[src/design/swfd_pkg.sv]
// ----------------------------------------------------------------------------
// swfd_pkg
// shared types and constants of the stuffed word frame decoder
// ----------------------------------------------------------------------------
package swfd_pkg;

    localparam int WORD_BYTES_DEF = 4;

    localparam int APB_AW = 4;
    localparam int APB_DW = 32;

    localparam logic [7:0] HEAD_RST   = 8'd126;
    localparam logic [7:0] ESCAPE_RST = 8'd125;
    localparam logic [7:0] MASK_RST   = 8'd32;

    typedef enum logic [1:0] {
        PH_IDLE  = 2'd0,
        PH_INDEX = 2'd1,
        PH_DATA  = 2'd2,
        PH_CHECK = 2'd3
    } phase_t;

    typedef enum logic [1:0] {
        REG_HEAD   = 2'd0,
        REG_ESCAPE = 2'd1,
        REG_MASK   = 2'd2
    } reg_idx_t;

    typedef struct packed {
        logic [7:0] head;
        logic [7:0] escape;
        logic [7:0] mask;
    } cfg_t;

    typedef struct packed {
        logic        fire;
        logic [7:0]  index;
        logic [31:0] word;
        logic        ok;
    } result_t;

endpackage

[src/design/stuffed_word_frame_decoder.sv]
// ----------------------------------------------------------------------------
// stuffed_word_frame_decoder
// byte-stuffed frame receiver: head, index, escaped data word, sum checksum
// ----------------------------------------------------------------------------
// a checksum beat shows its result after passing the input register and then the result register
// throughput: one byte beat per cycle unless a result beat is blocked, set by the single input register stage
// a result beat waiting on out_stall holds one more byte in the input register
// reset: async active low, decoder idle, registers at 126 / 125 / 32
module stuffed_word_frame_decoder #(
    parameter int WORD_BYTES = swfd_pkg::WORD_BYTES_DEF
) (
    input  logic                        clk,
    input  logic                        rst_n,
    // configuration port
    input  logic                        psel,
    input  logic                        penable,
    input  logic                        pwrite,
    input  logic [swfd_pkg::APB_AW-1:0] paddr,
    input  logic [swfd_pkg::APB_DW-1:0] pwdata,
    output logic [swfd_pkg::APB_DW-1:0] prdata,
    output logic                        pready,
    // received byte channel
    input  logic                        in_valid,
    output logic                        in_stall,
    input  logic [7:0]                  rx_byte,
    // decoded frame channel
    output logic                        out_valid,
    input  logic                        out_stall,
    output logic [7:0]                  target_index,
    output logic signed [31:0]          word_value,
    output logic                        frame_ok
);

    swfd_pkg::cfg_t    cfg;
    swfd_pkg::result_t result;

    // input register stage
    logic       in_full_reg, in_full_next;
    logic [7:0] byte_reg;
    logic       in_take;
    logic       advance;

    // result register stage
    logic              out_valid_reg, out_valid_next;
    logic [7:0]        index_out_reg;
    logic signed [31:0] word_out_reg;
    logic              ok_out_reg;

    swfd_cfg_regs u_cfg (
        .clk     (clk),
        .rst_n   (rst_n),
        .psel    (psel),
        .penable (penable),
        .pwrite  (pwrite),
        .paddr   (paddr),
        .pwdata  (pwdata),
        .prdata  (prdata),
        .pready  (pready),
        .cfg     (cfg)
    );

    // the held byte moves on unless a finished result is still blocked
    assign advance  = in_full_reg && (!out_valid_reg || !out_stall);
    assign in_stall = in_full_reg && out_valid_reg && out_stall;
    assign in_take  = in_valid && !in_stall;

    always_comb
    begin
        if (in_take)
            in_full_next = 1'b1;
        else if (advance)
            in_full_next = 1'b0;
        else
            in_full_next = in_full_reg;
    end

    always_ff @(posedge clk or negedge rst_n)
    begin
        if (!rst_n)
            in_full_reg <= 1'b0;
        else
            in_full_reg <= in_full_next;
    end

    // payload only, no reset needed
    always_ff @(posedge clk)
    begin
        if (in_take)
            byte_reg <= rx_byte;
    end

    swfd_frame_core #(
        .WORD_BYTES (WORD_BYTES)
    ) u_core (
        .clk     (clk),
        .rst_n   (rst_n),
        .step    (advance),
        .rx_byte (byte_reg),
        .cfg     (cfg),
        .result  (result)
    );

    // result beat: load on the checksum byte, drop once taken
    always_comb
    begin
        if (result.fire)
            out_valid_next = 1'b1;
        else if (out_stall)
            out_valid_next = out_valid_reg;
        else
            out_valid_next = 1'b0;
    end

    always_ff @(posedge clk or negedge rst_n)
    begin
        if (!rst_n)
            out_valid_reg <= 1'b0;
        else
            out_valid_reg <= out_valid_next;
    end

    always_ff @(posedge clk)
    begin
        if (result.fire)
        begin
            index_out_reg <= result.index;
            word_out_reg  <= signed'(result.word);
            ok_out_reg    <= result.ok;
        end
    end

    assign out_valid    = out_valid_reg;
    assign target_index = index_out_reg;
    assign word_value   = word_out_reg;
    assign frame_ok     = ok_out_reg;

endmodule

[src/design/swfd_cfg_regs.sv]
// ----------------------------------------------------------------------------
// swfd_cfg_regs
// apb register file: head, escape and mask byte values
// ----------------------------------------------------------------------------
module swfd_cfg_regs (
    input  logic                          clk,
    input  logic                          rst_n,
    input  logic                          psel,
    input  logic                          penable,
    input  logic                          pwrite,
    input  logic [swfd_pkg::APB_AW-1:0]   paddr,
    input  logic [swfd_pkg::APB_DW-1:0]   pwdata,
    output logic [swfd_pkg::APB_DW-1:0]   prdata,
    output logic                          pready,
    output swfd_pkg::cfg_t                cfg
);

    swfd_pkg::cfg_t     cfg_reg;
    swfd_pkg::reg_idx_t sel_idx;
    logic               wr_en;
    logic [7:0]         rd_byte;

    assign pready  = 1'b1;
    assign wr_en   = psel && penable && pwrite;
    assign sel_idx = swfd_pkg::reg_idx_t'(paddr[3:2]);

    always_ff @(posedge clk or negedge rst_n)
    begin
        if (!rst_n)
        begin
            cfg_reg.head   <= swfd_pkg::HEAD_RST;
            cfg_reg.escape <= swfd_pkg::ESCAPE_RST;
            cfg_reg.mask   <= swfd_pkg::MASK_RST;
        end
        else if (wr_en)
        begin
            case (sel_idx)
                swfd_pkg::REG_HEAD:   cfg_reg.head   <= pwdata[7:0];
                swfd_pkg::REG_ESCAPE: cfg_reg.escape <= pwdata[7:0];
                swfd_pkg::REG_MASK:   cfg_reg.mask   <= pwdata[7:0];
                default:              ;
            endcase
        end
    end

    always_comb
    begin
        case (sel_idx)
            swfd_pkg::REG_HEAD:   rd_byte = cfg_reg.head;
            swfd_pkg::REG_ESCAPE: rd_byte = cfg_reg.escape;
            swfd_pkg::REG_MASK:   rd_byte = cfg_reg.mask;
            default:              rd_byte = 8'd0;
        endcase
    end

    assign prdata = {{(swfd_pkg::APB_DW-8){1'b0}}, rd_byte};
    assign cfg    = cfg_reg;

endmodule

[src/design/swfd_frame_core.sv]
// ----------------------------------------------------------------------------
// swfd_frame_core
// frame state machine, unstuffing, checksum and word assembly
// ----------------------------------------------------------------------------
module swfd_frame_core #(
    parameter int WORD_BYTES = swfd_pkg::WORD_BYTES_DEF
) (
    input  logic              clk,
    input  logic              rst_n,
    input  logic              step,
    input  logic [7:0]        rx_byte,
    input  swfd_pkg::cfg_t    cfg,
    output swfd_pkg::result_t result
);

    localparam int CNT_W = $clog2(WORD_BYTES + 1);

    swfd_pkg::phase_t phase_reg, phase_next;
    logic [CNT_W-1:0] count_reg, count_next;
    logic             esc_reg, esc_next;
    logic [7:0]       sum_reg, sum_next;
    logic [31:0]      word_reg, word_next;
    logic [7:0]       index_reg, index_next;

    logic       take;
    logic       last;
    logic [7:0] data_b;

    // a data byte is stored unless it is a fresh escape marker
    assign take   = esc_reg || (rx_byte != cfg.escape);
    assign last   = (count_reg == CNT_W'(WORD_BYTES - 1));
    assign data_b = esc_reg ? (rx_byte ^ cfg.mask) : rx_byte;

    always_comb
    begin
        phase_next = phase_reg;
        if (step)
        begin
            case (phase_reg)
                swfd_pkg::PH_IDLE:
                    if (rx_byte == cfg.head)
                        phase_next = swfd_pkg::PH_INDEX;
                swfd_pkg::PH_INDEX:
                    phase_next = swfd_pkg::PH_DATA;
                swfd_pkg::PH_DATA:
                    if (take && last)
                        phase_next = swfd_pkg::PH_CHECK;
                swfd_pkg::PH_CHECK:
                    phase_next = swfd_pkg::PH_IDLE;
                default:
                    phase_next = swfd_pkg::PH_IDLE;
            endcase
        end
    end

    always_comb
    begin
        count_next = count_reg;
        esc_next   = esc_reg;
        sum_next   = sum_reg;
        word_next  = word_reg;
        index_next = index_reg;
        if (step)
        begin
            case (phase_reg)
                swfd_pkg::PH_IDLE:
                    if (rx_byte == cfg.head)
                    begin
                        count_next = '0;
                        esc_next   = 1'b0;
                        sum_next   = 8'd0;
                        word_next  = 32'd0;
                    end
                swfd_pkg::PH_INDEX:
                    index_next = rx_byte;
                swfd_pkg::PH_DATA:
                begin
                    sum_next = sum_reg + rx_byte;
                    esc_next = !esc_reg && (rx_byte == cfg.escape);
                    if (take)
                    begin
                        word_next  = {word_reg[23:0], data_b};
                        count_next = count_reg + 1'b1;
                    end
                end
                swfd_pkg::PH_CHECK:
                begin
                    count_next = '0;
                    esc_next   = 1'b0;
                end
                default:
                    ;
            endcase
        end
    end

    always_ff @(posedge clk or negedge rst_n)
    begin
        if (!rst_n)
        begin
            phase_reg <= swfd_pkg::PH_IDLE;
            count_reg <= '0;
            esc_reg   <= 1'b0;
            sum_reg   <= 8'd0;
            word_reg  <= 32'd0;
            index_reg <= 8'd0;
        end
        else
        begin
            phase_reg <= phase_next;
            count_reg <= count_next;
            esc_reg   <= esc_next;
            sum_reg   <= sum_next;
            word_reg  <= word_next;
            index_reg <= index_next;
        end
    end

    assign result.fire  = step && (phase_reg == swfd_pkg::PH_CHECK);
    assign result.index = index_reg;
    assign result.word  = word_reg;
    assign result.ok    = (sum_reg == rx_byte);

endmodule

[config.mk]
export PLATFORM = sky130hd
export DESIGN_NAME = stuffed_word_frame_decoder
export DESIGN_NICKNAME = d
export VERILOG_FILES = /design/src/design/swfd_pkg.sv /design/src/design/stuffed_word_frame_decoder.sv /design/src/design/swfd_cfg_regs.sv /design/src/design/swfd_frame_core.sv
export SDC_FILE = /design/constraint.sdc
export NUM_CORES = 1
export LEC_CHECK = 0
export ABC_AREA = 1
export ABC_CLOCK_PERIOD_IN_PS = 2100
export BUFFER_PORTS_ARGS = -buffer_cell sky130_fd_sc_hd__buf_2
export CORE_ASPECT_RATIO = 0.5
export CORE_UTILIZATION = 50
export CTS_CLUSTER_SIZE = 24
export DETAILED_ROUTE_END_ITERATION = 7
export PLACE_DENSITY = 0.77
export REMOVE_ABC_BUFFERS = 1
export SYNTH_ARGS = -nofsm -noshare
export SYNTH_HDL_FRONTEND = slang
export SYNTH_HIERARCHICAL = 1
export SYNTH_SLANG_ARGS = --single-unit
[constraint.sdc]
create_clock -name clk -period 2.1 [get_ports clk]
set_input_delay 0.315 -clock clk [delete_from_list [all_inputs] [get_ports clk]]
set_output_delay 0.315 -clock clk [all_outputs]
set_load 0.01 [all_outputs]
# [Yosys cells after proc, flatten, opt, wreduce, memory -nomap -nowiden]
# Cells that the tools add are included.
[totals] register_bits=129 elab_cells=80 latch_bits=0 input_bits=51 romBits=0 mem_count=0 ramBits=0
[op_classes] eq_ne=14 n_lt_le_gt_ge=0 bitwise_logic=1 mux=19 div=0 add_sub_neg=2 n_mul=0 reduce_logical=29 n_shift=0
[ops] operator="32-bit 2-to-1 mux" count=2
[ops] operator="32-bit one-hot mux with 2 select lines" count=1
[ops] operator="8-bit == test" count=3
[ops] operator="8-bit one-hot mux with 3 select lines" count=1
[ops] operator="8-bit 2-to-1 mux" count=2
[ops] operator="8-bit one-hot mux with 2 select lines" count=1
[ops] operator="1-bit logical AND" count=9
[ops] operator="3-bit one-hot mux with 3 select lines" count=1
[ops] operator="3-bit AND reduction" count=3
[ops] operator="8-bit adder" count=1
[ops] operator="2-bit by 1-bit != test with 1-bit output, second input constant" count=4
[ops] operator="8-bit != test" count=1
[ops] operator="2-bit one-hot mux with 4 select lines" count=1
[ops] operator="2-bit AND reduction" count=4
[ops] operator="4-bit AND reduction" count=2
[ops] operator="8-bit bitwise XOR" count=1
[ops] operator="2-bit == test, second input constant" count=3
[ops] operator="3-bit 2-to-1 mux" count=2
[ops] operator="1-bit 2-to-1 mux" count=5
[ops] operator="2-bit by 1-bit == test with 1-bit output, second input constant" count=2
[ops] operator="1-bit zero test" count=4
[ops] operator="2-bit zero test" count=2
[ops] operator="2-bit 2-to-1 mux" count=2
[ops] operator="2-bit nonzero test" count=2
[ops] operator="other kinds (5)" count=6

# [Logic depth before layout (Yosys ltp)]
[logic_depth] word_depth=5 ltp_mapped=11

# [Cells and area by module]
# The synthesis kept the hierarchy.
[by_module_without_submodules] module="swfd_frame_core" instances=1 cells_per_inst=456 seq_area_each_um2=1351.3 area_each_um2=3345.7
[by_module_without_submodules] module="stuffed_word_frame_decoder" instances=1 cells_per_inst=59 seq_area_each_um2=1521.5 area_each_um2=1565.3
[by_module_without_submodules] module="swfd_cfg_regs" instances=1 cells_per_inst=173 seq_area_each_um2=616.8 area_each_um2=1323.8

# [Worst setup path after synthesis]
# Ideal clock, no wire load.
[synth_timing] path_type="reg-to-reg" from="reg out_valid_reg, in the netlist out_valid" to="reg ok_out_reg, in the netlist frame_ok (enable)" slack_ns=-0.221 arrival_time_ns=1.925 period_less_slack_ns=2.321 stages_incl_launch_ff=4 required_time_ns=1.704 path_cell_list="dfrtp_1 > a21boi_0 > nand2_1 > inv_1"
[synth_rtl] element="from (decl)" line="stuffed_word_frame_decoder.sv:44" text="logic out_valid_reg, out_valid_next;"
[synth_rtl] element="from (signal assigned)" line="stuffed_word_frame_decoder.sv:119" text="out_valid_reg <= out_valid_next;"
[synth_rtl] element="to (signal assigned)" line="stuffed_word_frame_decoder.sv:128" text="ok_out_reg <= result.ok;"
[synth_rtl] element="to (decl)" line="stuffed_word_frame_decoder.sv:47" text="logic ok_out_reg;"

# [Worst setup path in the final report]
[layout_timing] from="reg byte_reg[2]" to="reg u_core.sum_reg[1]"
[layout_between] elab_chain_cells=3
[layout_lines] element="from (decl)" line="stuffed_word_frame_decoder.sv:39" text="logic [7:0] byte_reg;"
[layout_lines] element="from (signal assigned)" line="stuffed_word_frame_decoder.sv:89" text="byte_reg <= rx_byte;"
[layout_lines] element="8-bit == test" line="swfd_frame_core.sv:67" text="if (rx_byte == cfg.head)"
[layout_lines] element="2-bit by 1-bit != test with 1-bit output (no source line)"
[layout_lines] element="3-bit AND reduction (no source line)"
[layout_lines] element="to (signal assigned)" line="swfd_frame_core.sv:113" text="sum_reg <= sum_next;"
[layout_lines] element="to (decl)" line="swfd_frame_core.sv:21" text="logic [7:0] sum_reg, sum_next;"
# Every way passes these cells.
# A chain may end at the register's enable or synchronous reset.

==> metrics.cfg <==
[min_path]
worstHoldPathCells = 1
hold_path.class = in -> reg

[synth]
avgSynthCellArea_um2 = 9.06
synth_async_sr_flop_share_pct = 62.0
ys_seq_area_share_pct = 56.0
synth_ff_type = dfrtp_1
yosysUniqueCellTypes = 35
syn_area_um2 = 6230
synth_seq_cells = 129
synth_top_area_share_pct = 26.9
syn_inst = 688
synth_area_leaders = dfrtp_1, edfxtp_1, nand2_1, dfstp_2, nand4_1
synth_edf_count = 49
yosys.area.top_type = dfrtp_1
synth.yosys.warnings = 6

[final_layout]
fill_cells = 982
most-common-layout-cells = nand2_1, buf_2, dfrtp_1
final_nets = 841
diodes = 0
final_cell_area_um2 = 7350
final_common_cell = nand2_1
final_layout_size_suffix_gt1_share_pct = 20.1
syn_to_final_growth_pct = 17.9

[route]
routed_wl_um = 13400
vias = 4858
wl_per_cell_um = 14.0
drt_iter0_markers = 368
drc = 0
ant_nets = 0
vias_per_cell = 5.10
firstDrtPassIters = 6

[timing]
rsz0062_at_grt = false
finalHoldViolCount = 0
maxSlewHeadroom_pct = 64.1
finalCriticalPeriod_ps = 2020
setup_violations = 0
drv_slew = 0
timing.final.crit_share_pct = 96.1
skew_ps = 8.89
fmax_mhz = 495
worst_hold_slack_ps = 76.4
worst_pin_slew_ps = 539

[placement]
io_buffers = 75
globalplace.congestion = 0.900
place_area_um2 = 6750
place_hpwl_um = 8850

[global_route]
grt_pass1_wl_um = 21700
grt_max_degree = 43
antenna_found_initial = 0
overflow = 0
grt_pass1_vias = 4419
grt_usage_pct = 21.7

[pwr]
p_seq_share_pct = 40.7
switching_power_mw = 2.89
total_power_mw = 8.68
powerDensity_nw_per_um2 = 1180
combPwrFrac_pct = 25.7
internal-power_mw = 5.78
leakagePower_nw = 3.80
clkPwrFrac_pct = 33.7
worst_ir_drop_vdd_uv = 557
p_sw_share_pct = 33.4

[floorplan]
dieArea_um2 = 12900
core_um2 = 12000
ios = 127
num_rows = 28
die_y_um = 81.0
start_util_pct = 52.0
die_width_um = 160

[clock_network]
cts_buffers = 17
root_buffer = clkbuf_16
clk_path_buf_depth = 2
ctsHtreeMaxLevel = 4
clkSinkCount = 129
cts_tree = built
clock_latency_ps = 410
clk_pin_slew_ps = 60

[setup_path]
start_kind = register
worstSetupEndpointType = register
cp.arrival_ps = 2360
reg2reg_depth = 9
worstSetupPathType = reg -> reg
cp.required_ps = 2440
cp_max_fo = 6

[job]
max-cap-violations = 0

[run_status]
status = finished, final reports clean

-- through the flow --
step	utilization, %	setup TNS [ps]	setup WS, ps	instances
floorplan	-	-24930	-388	665
global placement	56.3	0	169	920
detailed placement	56.3	0	125	920
CTS	61.3	0	112	953
global route	61.4	0	0.525	953
finish	61.4	0	81.8	953
-- cells in the mapped netlist, drive strengths merged (2+ instances only) --
| master | number |
|---|---|
| o21ai | 21 |
| a21oi | 13 |
| nand3 | 22 |
| inv | 63 |
| xnor2 | 9 |
| clkbuf | 6 |
| xor2 | 4 |
| nor4 | 2 |
| dfstp | 13 |
| ha | 14 |
| conb | 2 |
| nor2 | 22 |
| nand4 | 44 |
| nand2 | 285 |
| a31oi | 2 |
| a21boi | 2 |
| edfxtp | 49 |
| buf | 40 |
| a21o | 3 |
| or2 | 4 |
| dfrtp | 67 |
-- routing by layer --
layer | GRT usage [%] | vias up | wire length (um)
li1 | - | 2344 | -
met1 | 29.4 | 2275 | 6130
met2 | 34.4 | 222 | 6130
met3 | 5.67 | 17 | 976
met4 | 6.76 | 0 | 119
met5 | 0 | - | 0
-- what timing repair did --
| action | CTS | global route |
|---|---|---|
| hold buffers | 1 | 0 |
| hold endpoints to repair | 36 | 0 |
| gates resized for setup | 0 | 1 |
| setup endpoints to repair | 0 | 3 |
| setup buffers | 0 | 0 |
-- final timing paths --
check / from / to / slack [ps]
worst max-delay path: byte_reg[2] / u_core/sum_reg[1] / 80
worst min-delay path: rx_byte[2] / byte_reg[2] / 80
worst max register to register: byte_reg[2] / u_core/sum_reg[1] / 80
worst min register to register: u_core/word_reg[24] / word_value[24] / 450
max in group asynchronous: rst_n / u_cfg/cfg[22] / 990
min in group asynchronous: rst_n / u_core/word_reg[26] / 430
-- critical path: stages (launching register included) --
cell and delay [ps]:
edfxtp_1 530, xnor2_1 230, nand2_1 90, nor2_1 110, nand2_1 140, nand2_1 190
nand2_1 130, nor2_2 300, nand2_1 110, nand2_1 110
-- power groups by stage --
stage | clock network [mW] | logic, mW | registers (mW)
2_1_floorplan | 0 | 1.40 | 3.52
3_3_place_gp | 0 | 2.11 | 3.54
3_5_place_dp | 0 | 2.18 | 3.57
4_1_cts | 2.95 | 2.21 | 3.53
5_1_grt | 3.06 | 2.50 | 3.59
6_report | 2.92 | 2.23 | 3.53
-- layout make-up --
type	instances	area [um2]	share of cell area, %
Multi-Input combinational cell	473	2300	31.3
Sequential cell	129	3490	47.5
Timing Repair Buffer	91	529	7.20
Tap cell	165	206	2.81
Clock inverter	11	130	1.77
Inverter	63	236	3.22
Clock buffer	21	462	6.28
-- logic make-up after synthesis --
group,synth area share (%)
AOI/OAI and AO/OA,3.59
xor gates and xnor gates,1.95
DFF,56.0
other,0.120
adders and majority gates,3.13
buffers and inverters,8.65
and+or+nand+nor,26.6
Power figures use the tool's default switching activity.
